<file path="config.mk">
export PLATFORM = sky130hd
export DESIGN_NAME = hub_frame_receiver_core
export DESIGN_NICKNAME = d
export VERILOG_FILES = /design/src/rtl/core/hfr_pkg.sv /design/src/rtl/core/hfr_front.sv /design/src/rtl/core/hfr_queue.sv /design/src/rtl/core/hfr_back.sv /design/src/rtl/core/hub_frame_receiver_core.sv
export SDC_FILE = /design/constraint.sdc
export NUM_CORES = 1
export LEC_CHECK = 0
export BUFFER_PORTS_ARGS = -buffer_cell sky130_fd_sc_hd__buf_2
export CAP_MARGIN = 10
export CORE_MARGIN = 1.5
export CORE_UTILIZATION = 60
export CTS_CLUSTER_SIZE = 40
export DETAILED_ROUTE_END_ITERATION = 7
export GPL_TIMING_DRIVEN = 0
export PLACE_DENSITY = 0.8
export SYNTH_ARGS = -nofsm -noshare
export SYNTH_HDL_FRONTEND = slang
export SYNTH_HIERARCHICAL = 1
export SYNTH_SLANG_ARGS = --single-unit
</file>
<file path="constraint.sdc">
create_clock -name clock -period 12.47 [get_ports clock]
set_input_delay 0.6235 -clock clock [delete_from_list [all_inputs] [get_ports clock]]
set_output_delay 0.6235 -clock clock [all_outputs]
set_load 0.03 [all_outputs]
</file>
<file path="src/rtl/core/hfr_pkg.sv">
package hfr_pkg;

   // Header layout: sensor, type, length high, length low, two checksum bytes.
   localparam logic [15:0] HDR_IDX_SENSOR  = 16'd0;
   localparam logic [15:0] HDR_IDX_TYPE    = 16'd1;
   localparam logic [15:0] HDR_IDX_LEN_HI  = 16'd2;
   localparam logic [15:0] HDR_IDX_LEN_LO  = 16'd3;
   localparam logic [15:0] HDR_IDX_LAST    = 16'd5;

   // Reset value of the frame start character.
   localparam logic [7:0] SYNC_CHAR_RESET = 8'h7E;

   // Message type codes recognized by the classifier.
   localparam logic [7:0] TYPE_DATA_EVENT  = 8'h04;
   localparam logic [7:0] TYPE_SENSOR_INFO = 8'h09;
   localparam logic [7:0] TYPE_FW_VERSION  = 8'hCD;

   // Message kind codes on the result channel.
   localparam logic [1:0] KIND_DATA_EVENT  = 2'd0;
   localparam logic [1:0] KIND_SENSOR_INFO = 2'd1;
   localparam logic [1:0] KIND_FW_VERSION  = 2'd2;
   localparam logic [1:0] KIND_OTHER       = 2'd3;

   // Depth of the queue between the parser and the output stage.
   localparam int QUEUE_DEPTH = 2;
   localparam int QUEUE_PTR_W = $clog2(QUEUE_DEPTH);
   localparam int QUEUE_CNT_W = $clog2(QUEUE_DEPTH + 1);

   // One parsed result waiting for the output stage.
   typedef struct packed {
      logic [7:0]  sensor;
      logic [7:0]  msg_type;
      logic [15:0] length;
      logic [15:0] offset;
      logic [7:0]  data;
      logic        empty;
      logic        last;
   } hfr_entry_type;

   // Map a type byte to its message kind.
   function automatic logic [1:0] kind_of(input logic [7:0] t);
      logic [1:0] k;
      unique case (t)
         TYPE_DATA_EVENT:  k = KIND_DATA_EVENT;
         TYPE_SENSOR_INFO: k = KIND_SENSOR_INFO;
         TYPE_FW_VERSION:  k = KIND_FW_VERSION;
         default:          k = KIND_OTHER;
      endcase
      return k;
   endfunction

endpackage

</file>
<file path="src/rtl/core/hfr_front.sv">
module hfr_front
   import hfr_pkg::*;
#(
   parameter int SYNC_COUNT = 4
) (
   input  logic          clock,
   input  logic          reset,
   input  logic          csr_wr_en,
   input  logic [7:0]    csr_wr_data,
   input  logic          accept,
   input  logic [7:0]    rx_byte,
   output logic          push,
   output hfr_entry_type push_entry
);

   typedef enum logic [1:0] {
      MODE_SYNC,
      MODE_HEADER,
      MODE_DATA
   } mode_type;

   mode_type    mode_ff, mode_in;
   logic [15:0] pos_ff, pos_in;
   logic [7:0]  sensor_ff, sensor_in;
   logic [7:0]  type_ff, type_in;
   logic [15:0] length_ff, length_in;
   logic [7:0]  sync_char_ff, sync_char_in;
   logic [16:0] pos_inc;

   assign pos_inc = {1'b0, pos_ff} + 17'd1;

   // Parser: sync hunt, header capture and payload tagging for each accepted byte.
   always_comb begin
      mode_in      = mode_ff;
      pos_in       = pos_ff;
      sensor_in    = sensor_ff;
      type_in      = type_ff;
      length_in    = length_ff;
      sync_char_in = csr_wr_en ? csr_wr_data : sync_char_ff;
      push         = 1'b0;
      push_entry.sensor   = sensor_ff;
      push_entry.msg_type = type_ff;
      push_entry.length   = length_ff;
      push_entry.offset   = pos_ff;
      push_entry.data     = rx_byte;
      push_entry.empty    = 1'b0;
      push_entry.last     = 1'b0;
      if (accept) begin
         unique case (mode_ff)
            MODE_HEADER: begin
               if (pos_ff == HDR_IDX_SENSOR) begin
                  sensor_in = rx_byte;
               end
               if (pos_ff == HDR_IDX_TYPE) begin
                  type_in = rx_byte;
               end
               if (pos_ff == HDR_IDX_LEN_HI) begin
                  length_in = {rx_byte, length_ff[7:0]};
               end
               if (pos_ff == HDR_IDX_LEN_LO) begin
                  length_in = {length_ff[15:8], rx_byte};
               end
               if (pos_ff == HDR_IDX_LAST) begin
                  pos_in = 16'd0;
                  if (length_ff == 16'd0) begin
                     // A zero-length message ends here with one empty result.
                     mode_in          = MODE_SYNC;
                     push             = 1'b1;
                     push_entry.offset = 16'd0;
                     push_entry.data   = 8'd0;
                     push_entry.empty  = 1'b1;
                     push_entry.last   = 1'b1;
                  end else begin
                     mode_in = MODE_DATA;
                  end
               end else begin
                  pos_in = pos_inc[15:0];
               end
            end
            MODE_DATA: begin
               push            = 1'b1;
               push_entry.last = (pos_inc >= {1'b0, length_ff});
               if (pos_inc >= {1'b0, length_ff}) begin
                  mode_in = MODE_SYNC;
                  pos_in  = 16'd0;
               end else begin
                  pos_in = pos_inc[15:0];
               end
            end
            default: begin
               // Sync hunt counts consecutive frame start characters.
               mode_in = MODE_SYNC;
               if (rx_byte == sync_char_ff) begin
                  if (pos_inc >= 17'(SYNC_COUNT)) begin
                     mode_in = MODE_HEADER;
                     pos_in  = 16'd0;
                  end else begin
                     pos_in = pos_inc[15:0];
                  end
               end else begin
                  pos_in = 16'd0;
               end
            end
         endcase
      end
   end

   // State and header registers.
   always_ff @(posedge clock) begin
      if (reset) begin
         mode_ff      <= MODE_SYNC;
         pos_ff       <= 16'd0;
         sensor_ff    <= 8'd0;
         type_ff      <= 8'd0;
         length_ff    <= 16'd0;
         sync_char_ff <= SYNC_CHAR_RESET;
      end else begin
         mode_ff      <= mode_in;
         pos_ff       <= pos_in;
         sensor_ff    <= sensor_in;
         type_ff      <= type_in;
         length_ff    <= length_in;
         sync_char_ff <= sync_char_in;
      end
   end

endmodule

</file>
<file path="src/rtl/core/hfr_queue.sv">
module hfr_queue
   import hfr_pkg::*;
(
   input  logic          clock,
   input  logic          reset,
   input  logic          push,
   input  hfr_entry_type push_entry,
   input  logic          pop,
   output logic          full,
   output logic          head_valid,
   output hfr_entry_type head_entry
);

   hfr_entry_type             slot_ff [QUEUE_DEPTH];
   logic [QUEUE_PTR_W-1:0]    wr_ptr_ff, wr_ptr_in;
   logic [QUEUE_PTR_W-1:0]    rd_ptr_ff, rd_ptr_in;
   logic [QUEUE_CNT_W-1:0]    count_ff, count_in;

   assign full       = (count_ff == QUEUE_CNT_W'(QUEUE_DEPTH));
   assign head_valid = (count_ff != '0);
   assign head_entry = slot_ff[rd_ptr_ff];

   // Pointer and fill count update.
   always_comb begin
      wr_ptr_in = wr_ptr_ff;
      rd_ptr_in = rd_ptr_ff;
      count_in  = count_ff;
      if (push) begin
         wr_ptr_in = (wr_ptr_ff == QUEUE_PTR_W'(QUEUE_DEPTH - 1)) ? '0 : wr_ptr_ff + 1'b1;
      end
      if (pop) begin
         rd_ptr_in = (rd_ptr_ff == QUEUE_PTR_W'(QUEUE_DEPTH - 1)) ? '0 : rd_ptr_ff + 1'b1;
      end
      if (push && !pop) begin
         count_in = count_ff + 1'b1;
      end else if (pop && !push) begin
         count_in = count_ff - 1'b1;
      end
   end

   always_ff @(posedge clock) begin
      if (reset) begin
         wr_ptr_ff <= '0;
         rd_ptr_ff <= '0;
         count_ff  <= '0;
      end else begin
         wr_ptr_ff <= wr_ptr_in;
         rd_ptr_ff <= rd_ptr_in;
         count_ff  <= count_in;
      end
   end

   // Entry storage needs no reset.
   always_ff @(posedge clock) begin
      if (push) begin
         slot_ff[wr_ptr_ff] <= push_entry;
      end
   end

`ifndef SYNTH
   a_count_bound: assert property (@(posedge clock) disable iff (reset)
      count_ff <= QUEUE_CNT_W'(QUEUE_DEPTH))
      else $error("queue fill count exceeds depth");

   a_no_overflow: assert property (@(posedge clock) disable iff (reset)
      full |-> !push)
      else $error("push into a full queue");

   a_no_underflow: assert property (@(posedge clock) disable iff (reset)
      pop |-> head_valid)
      else $error("pop from an empty queue");
`endif

endmodule

</file>
<file path="src/rtl/core/hfr_back.sv">
module hfr_back
   import hfr_pkg::*;
#(
   parameter int BUFFER_BYTES = 256
) (
   input  logic          clock,
   input  logic          reset,
   input  logic          head_valid,
   input  hfr_entry_type head_entry,
   output logic          pop,
   input  logic          rsp_stall,
   output logic          rsp_valid,
   output logic [7:0]    rsp_msg_sensor,
   output logic [7:0]    rsp_msg_type,
   output logic [15:0]   rsp_msg_length,
   output logic [1:0]    rsp_msg_kind,
   output logic [15:0]   rsp_payload_offset,
   output logic [7:0]    rsp_payload_byte,
   output logic          rsp_empty_res,
   output logic          rsp_beyond_buffer,
   output logic          rsp_last
);

   logic        valid_ff, valid_in;
   logic [7:0]  sensor_ff;
   logic [7:0]  type_ff;
   logic [15:0] length_ff;
   logic [1:0]  kind_ff;
   logic [15:0] offset_ff;
   logic [7:0]  data_ff;
   logic        empty_ff;
   logic        beyond_ff;
   logic        last_ff;

   // Load the output register whenever it is free or being drained.
   assign pop      = head_valid && (!valid_ff || !rsp_stall);
   assign valid_in = pop ? 1'b1 : (valid_ff && rsp_stall);

   always_ff @(posedge clock) begin
      if (reset) begin
         valid_ff <= 1'b0;
      end else begin
         valid_ff <= valid_in;
      end
   end

   // Result payload: classify the type and check the offset against the buffer.
   always_ff @(posedge clock) begin
      if (pop) begin
         sensor_ff <= head_entry.sensor;
         type_ff   <= head_entry.msg_type;
         length_ff <= head_entry.length;
         kind_ff   <= kind_of(head_entry.msg_type);
         offset_ff <= head_entry.offset;
         data_ff   <= head_entry.data;
         empty_ff  <= head_entry.empty;
         beyond_ff <= ({1'b0, head_entry.offset} >= 17'(BUFFER_BYTES));
         last_ff   <= head_entry.last;
      end
   end

   assign rsp_valid          = valid_ff;
   assign rsp_msg_sensor     = sensor_ff;
   assign rsp_msg_type       = type_ff;
   assign rsp_msg_length     = length_ff;
   assign rsp_msg_kind       = kind_ff;
   assign rsp_payload_offset = offset_ff;
   assign rsp_payload_byte   = data_ff;
   assign rsp_empty_res      = empty_ff;
   assign rsp_beyond_buffer  = beyond_ff;
   assign rsp_last           = last_ff;

`ifndef SYNTH
   a_empty_is_last: assert property (@(posedge clock) disable iff (reset)
      (valid_ff && empty_ff) |-> (last_ff && !beyond_ff && offset_ff == 16'd0))
      else $error("empty result must be a final result at offset zero");
`endif

endmodule

</file>
<file path="src/rtl/core/hub_frame_receiver_core.sv">
// Frame receiver: one byte transfer per clock on the request side when results drain.
// Path: a byte transfer that causes a result writes a queue slot, and the output register
// loads from the queue head before rsp_valid rises.
// Throughput: one byte per cycle while results drain; the output register reloads while it
// drains, and the two-entry queue between parser and output absorbs result stalls.
// Reset (synchronous, active high): sync hunt, sync character 0x7E, header fields zero,
// queue and output register empty.
module hub_frame_receiver_core
   import hfr_pkg::*;
#(
   parameter int SYNC_COUNT   = 4,
   parameter int BUFFER_BYTES = 256
) (
   input  logic        clock,
   input  logic        reset,
   input  logic        csr_wr_en,
   input  logic [7:0]  csr_wr_data,
   input  logic        req_valid,
   output logic        req_stall,
   input  logic [7:0]  req_rx_byte,
   output logic        rsp_valid,
   input  logic        rsp_stall,
   output logic [7:0]  rsp_msg_sensor,
   output logic [7:0]  rsp_msg_type,
   output logic [15:0] rsp_msg_length,
   output logic [1:0]  rsp_msg_kind,
   output logic [15:0] rsp_payload_offset,
   output logic [7:0]  rsp_payload_byte,
   output logic        rsp_empty_res,
   output logic        rsp_beyond_buffer,
   output logic        rsp_last
);

   logic          accept;
   logic          push;
   hfr_entry_type push_entry;
   logic          pop;
   logic          full;
   logic          head_valid;
   hfr_entry_type head_entry;

   // The parser stalls only when the queue has no room.
   assign req_stall = full;
   assign accept    = req_valid && !full;

   hfr_front #(
      .SYNC_COUNT (SYNC_COUNT)
   ) u_front (
      .clock       (clock),
      .reset       (reset),
      .csr_wr_en   (csr_wr_en),
      .csr_wr_data (csr_wr_data),
      .accept      (accept),
      .rx_byte     (req_rx_byte),
      .push        (push),
      .push_entry  (push_entry)
   );

   hfr_queue u_queue (
      .clock      (clock),
      .reset      (reset),
      .push       (push),
      .push_entry (push_entry),
      .pop        (pop),
      .full       (full),
      .head_valid (head_valid),
      .head_entry (head_entry)
   );

   hfr_back #(
      .BUFFER_BYTES (BUFFER_BYTES)
   ) u_back (
      .clock              (clock),
      .reset              (reset),
      .head_valid         (head_valid),
      .head_entry         (head_entry),
      .pop                (pop),
      .rsp_stall          (rsp_stall),
      .rsp_valid          (rsp_valid),
      .rsp_msg_sensor     (rsp_msg_sensor),
      .rsp_msg_type       (rsp_msg_type),
      .rsp_msg_length     (rsp_msg_length),
      .rsp_msg_kind       (rsp_msg_kind),
      .rsp_payload_offset (rsp_payload_offset),
      .rsp_payload_byte   (rsp_payload_byte),
      .rsp_empty_res      (rsp_empty_res),
      .rsp_beyond_buffer  (rsp_beyond_buffer),
      .rsp_last           (rsp_last)
   );

endmodule
</file>
==> impl_metrics.tcl, run 1 <==
set metrics [dict create \
    grt_pass1_vias 6218 \
    fin_crit_sh_pct 33.3 \
    cts_tree "yes" \
    drt_iter0_drc 559 \
    worst-path-max-fanout 9 \
    drive_gt1_share_pct 26.7 \
    critPathLaunchType "register" \
    powerDensity_mw_per_mm2 181 \
    worst_slew_pin_slew_ns 0.926 \
    synthArstFlopShare_pct 0 \
    coreArea_mm2 0.0160 \
    synth_seq_cells 241 \
    cts_setup_buffers 0 \
    p_leak_nw 4.17 \
    cts_root_buf "clkbuf_16" \
    ant_nets 0 \
    grt-ovfl-total 0 \
    vias 5981 \
    synth.most_common_cell "edfxtp_1" \
    drt-wirelength-per-cell_um 19.2 \
    setup_viol 0 \
    cts_buffer_depth 3 \
    status "finished clean" \
    setup_tns_ns 0 \
    final_area_mm2 0.0114 \
    yosysWarningCount 6 \
    grt_usage_pct 23.5 \
    fmax_mhz 241 \
    rows 46 \
    rsz0062_at_grt "false" \
    ios 84 \
    ys_seq_area_share_pct 66.6 \
    clkTransAtPathRegs_ns 0.07 \
    drtPass1Iterations 5 \
    multi_input_area_mm2 0.00301 \
    die_h_um 131 \
    remaining_drc_errors 0 \
    ir_worst_vdd_mv 0.134 \
    ys_types 66 \
    synth_edf_count 177 \
    ctsHoldBuffers 0 \
    htree_num_levels 1 \
    synthTopCellsByArea "edfxtp_1, dfxtp_1, mux2_2" \
    finalNetCount 859 \
    worstSetupEndpointType "register" \
    utilization_pct 71.3 \
    synth_top_area_share_pct 53.7 \
    hp-class "input port to register" \
    synth_nets 747 \
    wl_um 20100 \
    required_ns 12.91 \
    synth_ff_type "edfxtp_1" \
    placed_cell_area_mm2 0.0107 \
    area.sequential_mm2 0.00660 \
    slew_viol_final 0 \
    initial_core_util_pct 61.9 \
    clock-skew-final_ns 0.00792 \
    synth_largest_area_cell "edfxtp_1" \
    syn_area_per_cell_um2 14.1 \
    cts.repair.resized 0 \
    relSlewSlack_pct 38.2 \
    cts_buffers 23 \
    max_cap_viol_count 0 \
    worstSetupPathType "register to register" \
    die_x_um 131 \
    grt_max_degree 34 \
    grt_pass1_wl_um 32200 \
    hpwl_um 13600 \
    ys_top_cells_by_count "edfxtp_1, dfxtp_1, nand2_1, nor2_1, mux2_2" \
    n_fill_cell 1082 \
    via_per_inst 5.71 \
    area_growth_pct 15.2 \
    diodes 0 \
    insertion_delay_ns 0.50 \
    portBuffers 83 \
    synthCells 703 \
    place_congestion 0.923 \
    worstPathArrival_ns 4.59 \
    synth_area_mm2 0.00991 \
    finalHoldViolations 0 \
    period_minus_slack_ns 4.15 \
    cts.sinks 241 \
    dieArea_mm2 0.0173 \
    antenna_found_initial 0 \
]
## kinds of logic (layout without fill, tap and decap cells)
group,count (synthesis),after routing,share of synthesized area [%]
compound gates,75,75,5.44
xor+xnor,23,23,2.03
fa+ha+maj,23,23,2.91
buf+inv,70,198,3.21
flops,241,241,66.6
mux,79,79,9.47
simple gates,192,192,10.3
## state kept, by name, indices dropped and copies added, names as in the netlist, named ones only
| name | cells |
|---|---|
| u_front/type_ff | 8 |
| u_queue/wr_ptr_ff | 1 |
| u_front/sync_char_ff | 8 |
| u_back/rsp_payload_offset | 16 |
| u_back/rsp_msg_type | 8 |
| u_queue/rd_ptr_ff | 1 |
| u_front/mode_ff | 2 |
| u_back/rsp_empty_res | 1 |
| u_back/rsp_msg_kind | 2 |
| u_queue/slot_ff | 116 |
| u_back/rsp_beyond_buffer | 1 |
| u_front/sensor_ff | 8 |
| u_back/rsp_valid | 1 |
| u_back/rsp_payload_byte | 8 |
| u_back/rsp_last | 1 |
| u_front/pos_ff | 16 |
| u_queue/count_ff | 2 |
| u_back/rsp_msg_length | 16 |
| u_front/length_ff | 16 |
| u_back/rsp_msg_sensor | 8 |
## worst paths after layout
kind	slack, ns	to	cells past startpoint	from
hold reg to reg	0.46	u_queue/slot_ff[1][54]	0	u_front/sensor_ff[4]
setup / recovery	8.32	u_front/pos_ff[7]	15	u_front/pos_ff[0]
setup reg to reg	8.32	u_front/pos_ff[7]	15	u_front/pos_ff[0]
hold / removal	0.33	u_front/sync_char_ff[6]	2	csr_wr_data[6]
## final cells by class
class,instances,share of cell area (%)
multi-input combinational,392,26.4
inverter,27,0.888
sequential,241,57.8
clock inverter,3,0.143
buffer,43,1.90
clock buffer,38,6.16
tap,216,2.37
timing repair buffer,87,4.34
## cell usage in the layout (no fill, tap or decap), types with 9 or more instances in the layout
| cell | Yosys | final |
|---|---|---|
| edfxtp_1 | 177 | 177 |
| buf_2 | 11 | 94 |
| dfxtp_1 | 64 | 64 |
| nor2_1 | 41 | 41 |
| nand2_1 | 41 | 41 |
| mux2_2 | 38 | 38 |
| clkbuf_1 | 22 | 31 |
| nand3_1 | 28 | 28 |
| inv_1 | 27 | 27 |
| a21oi_1 | 26 | 26 |
| clkbuf_16 | 0 | 24 |
| ha_1 | 23 | 23 |
| mux2i_1 | 21 | 21 |
| mux2_4 | 20 | 20 |
| xnor2_1 | 18 | 18 |
| nor3_1 | 10 | 10 |
| nor4_1 | 9 | 9 |
| and2_1 | 10 | 9 |
| nand4_1 | 9 | 9 |
## per-layer routing
layer / track usage (%) / routed length [um] / share of wire (%)
met1: 29.6 / 8240 / 41
met2: 41.4 / 10300 / 51
met3: 4.17 / 1120 / 5.6
met4: 7.53 / 429 / 2.1
met5: 0 / 0 / 0
## power breakdown
part	internal (W)	leakage [nW]	switching [W]	total, W
Combinational	0.000152	1.69	0.000280	0.000432
Clock	0.000383	0.348	0.000274	0.000657
Sequential	0.000955	2.13	0.0000204	0.000976
## through the flow
stage	hold WS (ns)	power, W	instances	setup slack, ns
floorplan	0.425	0.00131	703	6.05
global placement	0.431	0.00142	1002	4.06
detailed placement	0.446	0.00142	1006	8.38
CTS	0.321	0.00208	1047	8.35
global route	0.332	0.00214	1047	7.94
finish	0.335	0.00206	1047	8.32
## worst max-delay path, cell delays in order (launching register included)
cell and delay (ns):
dfxtp_1 0.48, ha_1 0.20, buf_2 0.21, nand4_2 0.22, nor3_2 0.34, and3_1 0.21
xor2_1 0.21, ha_1 0.28, nand4_1 0.12, nor2_1 0.07, o31ai_1 0.37, o2111ai_2 0.25
a2111oi_1 0.51, a31oi_2 0.19, o31ai_1 0.28, o31a_1 0.16
Power figures use the tool's default switching activity.
==> run 2: changes to the inputs <==
CORE_UTILIZATION = 54   (was 60)
PLACE_DENSITY = 0.76   (was 0.8)
clock period = 3.5 ns   (was 12.47 ns; I/O delays follow)
==> run 2 against run 1 <==
The run now ends with setup timing left. Critical endpoint unchanged. First-iteration DRC count fell by 7.2%. Highest routed layer unchanged. Largest power group unchanged. Non-clock buffer count rose by 27. Combinational power rose to 3.6 times the previous value.
==> impl_metrics.tcl, run 2 (synthesized netlist as in run 1, its figures left out) <==
set metrics [dict create \
    cts.sinks 241 \
    clkPwrFrac_pct 32.9 \
    cpMaxStageDelayCell "a2111oi_4" \
    grt_pass1_vias 6137 \
    cts_tree "yes" \
    critPathLaunchType "register" \
    antenna_found_initial 0 \
    fmax_mhz 278 \
    drtPass1Iterations 5 \
    dieArea_mm2 0.0192 \
    combPwrFrac_pct 20.9 \
    worstSetupEndpointType "register" \
    p_leak_nw 4.45 \
    multi_input_area_mm2 0.00332 \
    area_growth_pct 21.6 \
    fin_crit_sh_pct 103 \
    diodes 0 \
    clkTransAtPathRegs_ns 0.06 \
    initial_core_util_pct 55.1 \
    grt_pass1_wl_um 32700 \
    slew_viol_final 0 \
    setup_slack_ns -0.0934 \
    relSlewSlack_pct 29.2 \
    portBuffers 83 \
    grt_usage_pct 21.7 \
    required_ns 3.94 \
    vias 6210 \
    violations "setup timing" \
    grt-ovfl-total 0 \
    grt_max_degree 32 \
    finalHoldViolations 0 \
    utilization_pct 67.0 \
    ir_worst_vdd_mv 0.474 \
    htree_num_levels 1 \
    ant_nets 0 \
    die_x_um 138 \
    ios 84 \
    coreArea_mm2 0.0180 \
    place_congestion 0.855 \
    crit_chain "ha_4 -> buf_6 -> nand4_4 -> nor3_4 -> and3_4 -> xor2_4 -> ha_4 -> nand4_1 -> nor2_1 -> o31ai_2 -> o2111ai_4 -> a2111oi_4 -> buf_4 -> a31oi_4 -> nor2_1 -> o31a_1" \
    drt_iter0_drc 519 \
    max_cap_viol_count 0 \
    drive_gt1_share_pct 32.6 \
    n_fill_cell 1266 \
    period_minus_slack_ns 3.59 \
    worstPathArrival_ns 4.03 \
    worstSetupPathType "register to register" \
    layout_commonest_cell "edfxtp_1" \
    crit_family "compound AO/OA/AOI/OAI gates" \
    worst_slew_pin_slew_ns 1.05 \
    insertion_delay_ns 0.50 \
    setup_viol 10 \
    via_per_inst 5.70 \
    cts_root_buf "clkbuf_16" \
    seqPwrFrac_pct 46.2 \
    wl_um 21300 \
    p_sw_share_pct 27.7 \
    powerDensity_mw_per_mm2 624 \
    cp_num_buf_inv 2 \
    top_register "u_queue/slot_ff" \
    die_h_um 138 \
    hpwl_um 13600 \
    dp_slack_ns -0.649 \
    layout_common_cells "edfxtp_1, buf_2, dfxtp_1" \
    remaining_drc_errors 0 \
    critPathMaxStageDelay_ns 0.47 \
    cts_buffer_depth 3 \
    switching_power_w 0.00209 \
    drt-wirelength-per-cell_um 19.5 \
    area.sequential_mm2 0.00661 \
    clock-skew-final_ns 0.00965 \
    cts_buffers 23 \
    hp-class "input port to register" \
    status "finished with violations" \
    largest_reg_flops 116 \
    rsz0062_at_grt "true" \
    finalNetCount 888 \
    rows 49 \
    internal_power_w 0.00543 \
    worst-path-max-fanout 7 \
]
run 2: changes by cell type in the layout (fill, tap and decap cells not counted), moves of 4 or more:
cell / previous run / this run
a21oi_1: 26 / 22
a21oi_2: 1 / 5
buf_4: 3 / 20
clkbuf_1: 31 / 24
clkbuf_8: 5 / 0
clkinv_2: 1 / 5
dfxtp_1: 64 / 58
dfxtp_4: 0 / 4
dlygate4sd3_1: 0 / 11
nor3_1: 10 / 6
nor3_4: 0 / 4
run 2: power by group through the flow:
stage | Clock [W] | Sequential, W | Combinational (W)
5_1_grt | 0.00263 | 0.00350 | 0.00166
3_5_place_dp | 0 | 0.00354 | 0.00155
2_1_floorplan | 0 | 0.00397 | 0.000665
3_3_place_gp | 0 | 0.00356 | 0.00144
6_report | 0.00247 | 0.00348 | 0.00157
4_1_cts | 0.00252 | 0.00348 | 0.00158
run 2: worst reg2reg max path, cell delays in order (launching register included):
cell and delay [ns]:
dfxtp_4 0.39, ha_4 0.14, buf_6 0.13, nand4_4 0.20, nor3_4 0.25, and3_4 0.24, xor2_4 0.19, ha_4 0.23
nand4_1 0.09, nor2_1 0.06, o31ai_2 0.36, o2111ai_4 0.21, a2111oi_4 0.47, buf_4 0.20, a31oi_4 0.06, nor2_1 0.18
o31a_1 0.14
run 2: cell type report:
cell class	instances	area share, %
flip-flops and latches	241	54.9
multi-input cells	394	27.6
repair buffers	116	6.18
clock buffers	29	5.14
well taps	229	2.38
plain buffers	41	1.82
clock inverters	12	1.12
inverters	27	0.841
run 2: stage by stage:
stage	instances	area (um2)	TNS, ns	power [W]	hold slack (ns)
final	1089	12000	-0.367	0.00752	0.0253
after global routing	1089	12000	-2.03	0.00779	0.0296
after CTS	1075	11800	-0.0430	0.00758	0.00505
after detailed placement	1019	10700	-41.84	0.00508	0.387
after global placement	1015	10600	-82.25	0.00500	0.386
after floorplan	703	9920	0	0.00464	0.244
run 2: what timing repair did:
| item | in CTS | in global routing |
|---|---|---|
| buffers inserted | 3 | 15 |
| gates cloned | 1 | 1 |
| resized for setup | 25 | 40 |
| pin swaps | 8 | 19 |
| hold endpoints to repair | 13 | 0 |
| hold buffers | 11 | 0 |
| endpoints found under the setup margin | 133 | 47 |
run 2: routing by layer:
metal  up-vias  wire length [um]  GRT usage, %
met5         -                 0             0
met1      3054              8750          28.0
met3        45              1200          2.91
li1       2876                 -             -
met4         0               551          6.65
met2       235             10800          38.2
run 2: worst paths after layout:
kind	from	slack, ns	cells after the start	to
setup / recovery	u_front/pos_ff[0]	-0.09	16	u_front/pos_ff[7]
hold reg to reg	u_front/sensor_ff[0]	0.45	0	u_queue/slot_ff[0][50]
hold / removal	req_rx_byte[0]	0.03	3	u_front/length_ff[0]
setup reg to reg	u_front/pos_ff[0]	-0.09	16	u_front/pos_ff[7]
==> run 3: changes to the inputs <==
CELL_PAD_IN_SITES_DETAIL_PLACEMENT = 1   (was not set)
CELL_PAD_IN_SITES_GLOBAL_PLACEMENT = 1   (was not set)
CORE_ASPECT_RATIO = 1.1   (was not set)
CORE_UTILIZATION = 45   (was 54)
CTS_CLUSTER_DIAMETER = 40   (was not set)
PLACE_DENSITY = not set   (was 0.76)
PLACE_DENSITY_LB_ADDON = 0.1   (was not set)
==> run 3 against run 2 <==
The flow still finishes with violations (setup timing). Hold slack got worse by 0.0093 ns. Register-to-register slack better by 0.07 ns. Fmax up 2.0%. Via count rose by 0.18%. Combinational power about the same. Global-route usage decreased by 0.69 points. Sequential power about the same. Critical path type unchanged. Largest cell class unchanged. Largest power group unchanged.
==> impl_metrics.tcl, run 3 (synthesized netlist as in run 1, its figures left out) <==
set metrics [dict create \
    htree_num_levels 1 \
    cts_root_buf "clkbuf_16" \
    hp-class "input port to register" \
    worstSetupEndpointType "register" \
    dp.cells 1080 \
    switching_power_w 0.00241 \
    r2r-start "u_front/pos_ff[1]" \
    ant_nets 0 \
    rsz0062_at_grt "true" \
    drt-wirelength-per-cell_um 20.8 \
    cts_buffer_depth 3 \
    crit_start "u_front/pos_ff[1]" \
    n_fill_cell 2156 \
    clock-skew-final_ns 0.0289 \
    r2r_end "u_front/pos_ff[7]" \
    hpwl_um 16000 \
    ios 84 \
    relSlewSlack_pct 54.1 \
    seqPwrFrac_pct 42.1 \
    max_cap_viol_count 0 \
    setup_slack_ns -0.0232 \
    top_register "u_queue/slot_ff" \
    grt-ovfl-total 0 \
    combPwrFrac_pct 19.3 \
    drive_gt1_share_pct 34.0 \
    worstPathArrival_ns 4.00 \
    grt_usage_pct 21.0 \
    largest_reg_flops 116 \
    required_ns 3.98 \
    internal_power_w 0.00586 \
    coreArea_mm2 0.0214 \
    area_growth_pct 25.5 \
    critPathCapture "u_front/pos_ff[7]" \
    dieArea_mm2 0.0229 \
    ir_worst_vdd_mv 0.550 \
    place_congestion 0.875 \
    holdWs_ns 0.0161 \
    final_cells 1167 \
    drt_iter0_drc 321 \
    violations "setup timing" \
    worstSetupPathType "register to register" \
    fin_crit_sh_pct 101 \
    rows 56 \
    vias 6221 \
    powerDensity_mw_per_mm2 665 \
    remaining_drc_errors 0 \
    layout_commonest_cell "edfxtp_1" \
    clkPwrFrac_pct 38.6 \
    drtPass1Iterations 4 \
    worst-path-max-fanout 8 \
    clkTransAtPathRegs_ns 0.06 \
    insertion_delay_ns 0.55 \
    portBuffers 83 \
    initial_core_util_pct 46.2 \
    period_minus_slack_ns 3.52 \
    finalNetCount 898 \
    grt_pass1_vias 6467 \
    die_x_um 144 \
    p_leak_nw 4.61 \
    cts.sinks 241 \
    p_sw_share_pct 29.2 \
    min_from "req_rx_byte[3]" \
    layout_common_cells "edfxtp_1, buf_2, dfxtp_1" \
    slew_viol_final 0 \
    worst_slew_pin_slew_ns 0.683 \
    fmax_mhz 284 \
    cts_buffers 30 \
    antenna_found_initial 0 \
    finalHoldViolations 0 \
    diodes 0 \
    rrSetupSlack_ns -0.02 \
    grt_pass1_wl_um 35900 \
    status "finished with violations" \
    setup_viol 1 \
    grt_max_degree 30 \
    cts_tree "yes" \
    critPathLaunchType "register" \
    die_h_um 159 \
    via_per_inst 5.33 \
    wl_um 24200 \
    ff2ff_path_depth 15 \
]
[run 3: worst min path at each step]
stage	endpoint	cells after the start	slack, ns
floorplan	u_queue/count_ff[1]	1	0.24
global placement	u_front/sync_char_ff[6]	2	0.38
detailed placement	u_front/sync_char_ff[3]	2	0.40
CTS	u_front/length_ff[0]	3	0.0003
global route	u_front/type_ff[6]	3	0.009
finish	u_front/type_ff[3]	3	0.02
[run 3: what timing repair did]
action                                 4_1_cts  5_1_grt
gates resized for setup                     23       35
pin swaps                                    8       20
hold buffers                                16        0
endpoints found under the hold margin       16        0
buffers inserted                             4       15
cloned                                       1        0
setup endpoints to repair                  133      116
[run 3: area by class of cell]
cell class | count | area (um2) | area share, %
sequential | 241 | 6610 | 53.2
inverter | 27 | 101 | 0.815
clock inverter | 24 | 290 | 2.33
tap | 290 | 363 | 2.92
multi-input combinational | 393 | 3260 | 26.2
timing repair buffer | 122 | 810 | 6.51
buffer | 39 | 220 | 1.77
clock buffer | 31 | 776 | 6.24
[run 3: worst max-delay path: stages, from the launching register on]
cell and delay [ns]:
dfxtp_4 0.39, ha_4 0.13, buf_6 0.11, nand4_4 0.18, nor3_4 0.27, and3_4 0.25, xor2_4 0.20, ha_4 0.23
nand4_1 0.12, nor2_2 0.06, o31ai_4 0.29, o2111ai_2 0.21, a2111oi_4 0.43, a31oi_4 0.11, o31ai_2 0.29, o31a_1 0.17
[run 3: metal layers]
layer | global-route usage (%) | up-vias | wire [um]
met5 | 0 | - | 0
met4 | 6.20 | 0 | 538
met3 | 3.19 | 40 | 1010
met2 | 37.1 | 149 | 12500
met1 | 26.7 | 3127 | 10200
li1 | - | 2905 | -
[run 3: stage by stage]
stage	setup TNS, ns	utilization (%)	setup slack [ns]	instance area, um2	total power (W)
after floorplan	0	-	0.0109	9920	0.00464
after global placement	-108.15	49.9	-0.999	10700	0.00502
after detailed placement	-38.69	50.3	-0.698	10800	0.00512
after CTS	-0.0196	56.7	-0.0196	12200	0.00835
after global routing	-1.24	58.0	-0.197	12400	0.00855
final	-0.0232	58.0	-0.0232	12400	0.00827
[run 3: power groups by stage]
stage | clock, W | sequential [W] | combinational (W)
after floorplan | 0 | 0.00397 | 0.000665
after global placement | 0 | 0.00356 | 0.00146
after detailed placement | 0 | 0.00354 | 0.00158
after CTS | 0.00326 | 0.00349 | 0.00161
after global routing | 0.00335 | 0.00351 | 0.00170
final | 0.00319 | 0.00348 | 0.00160
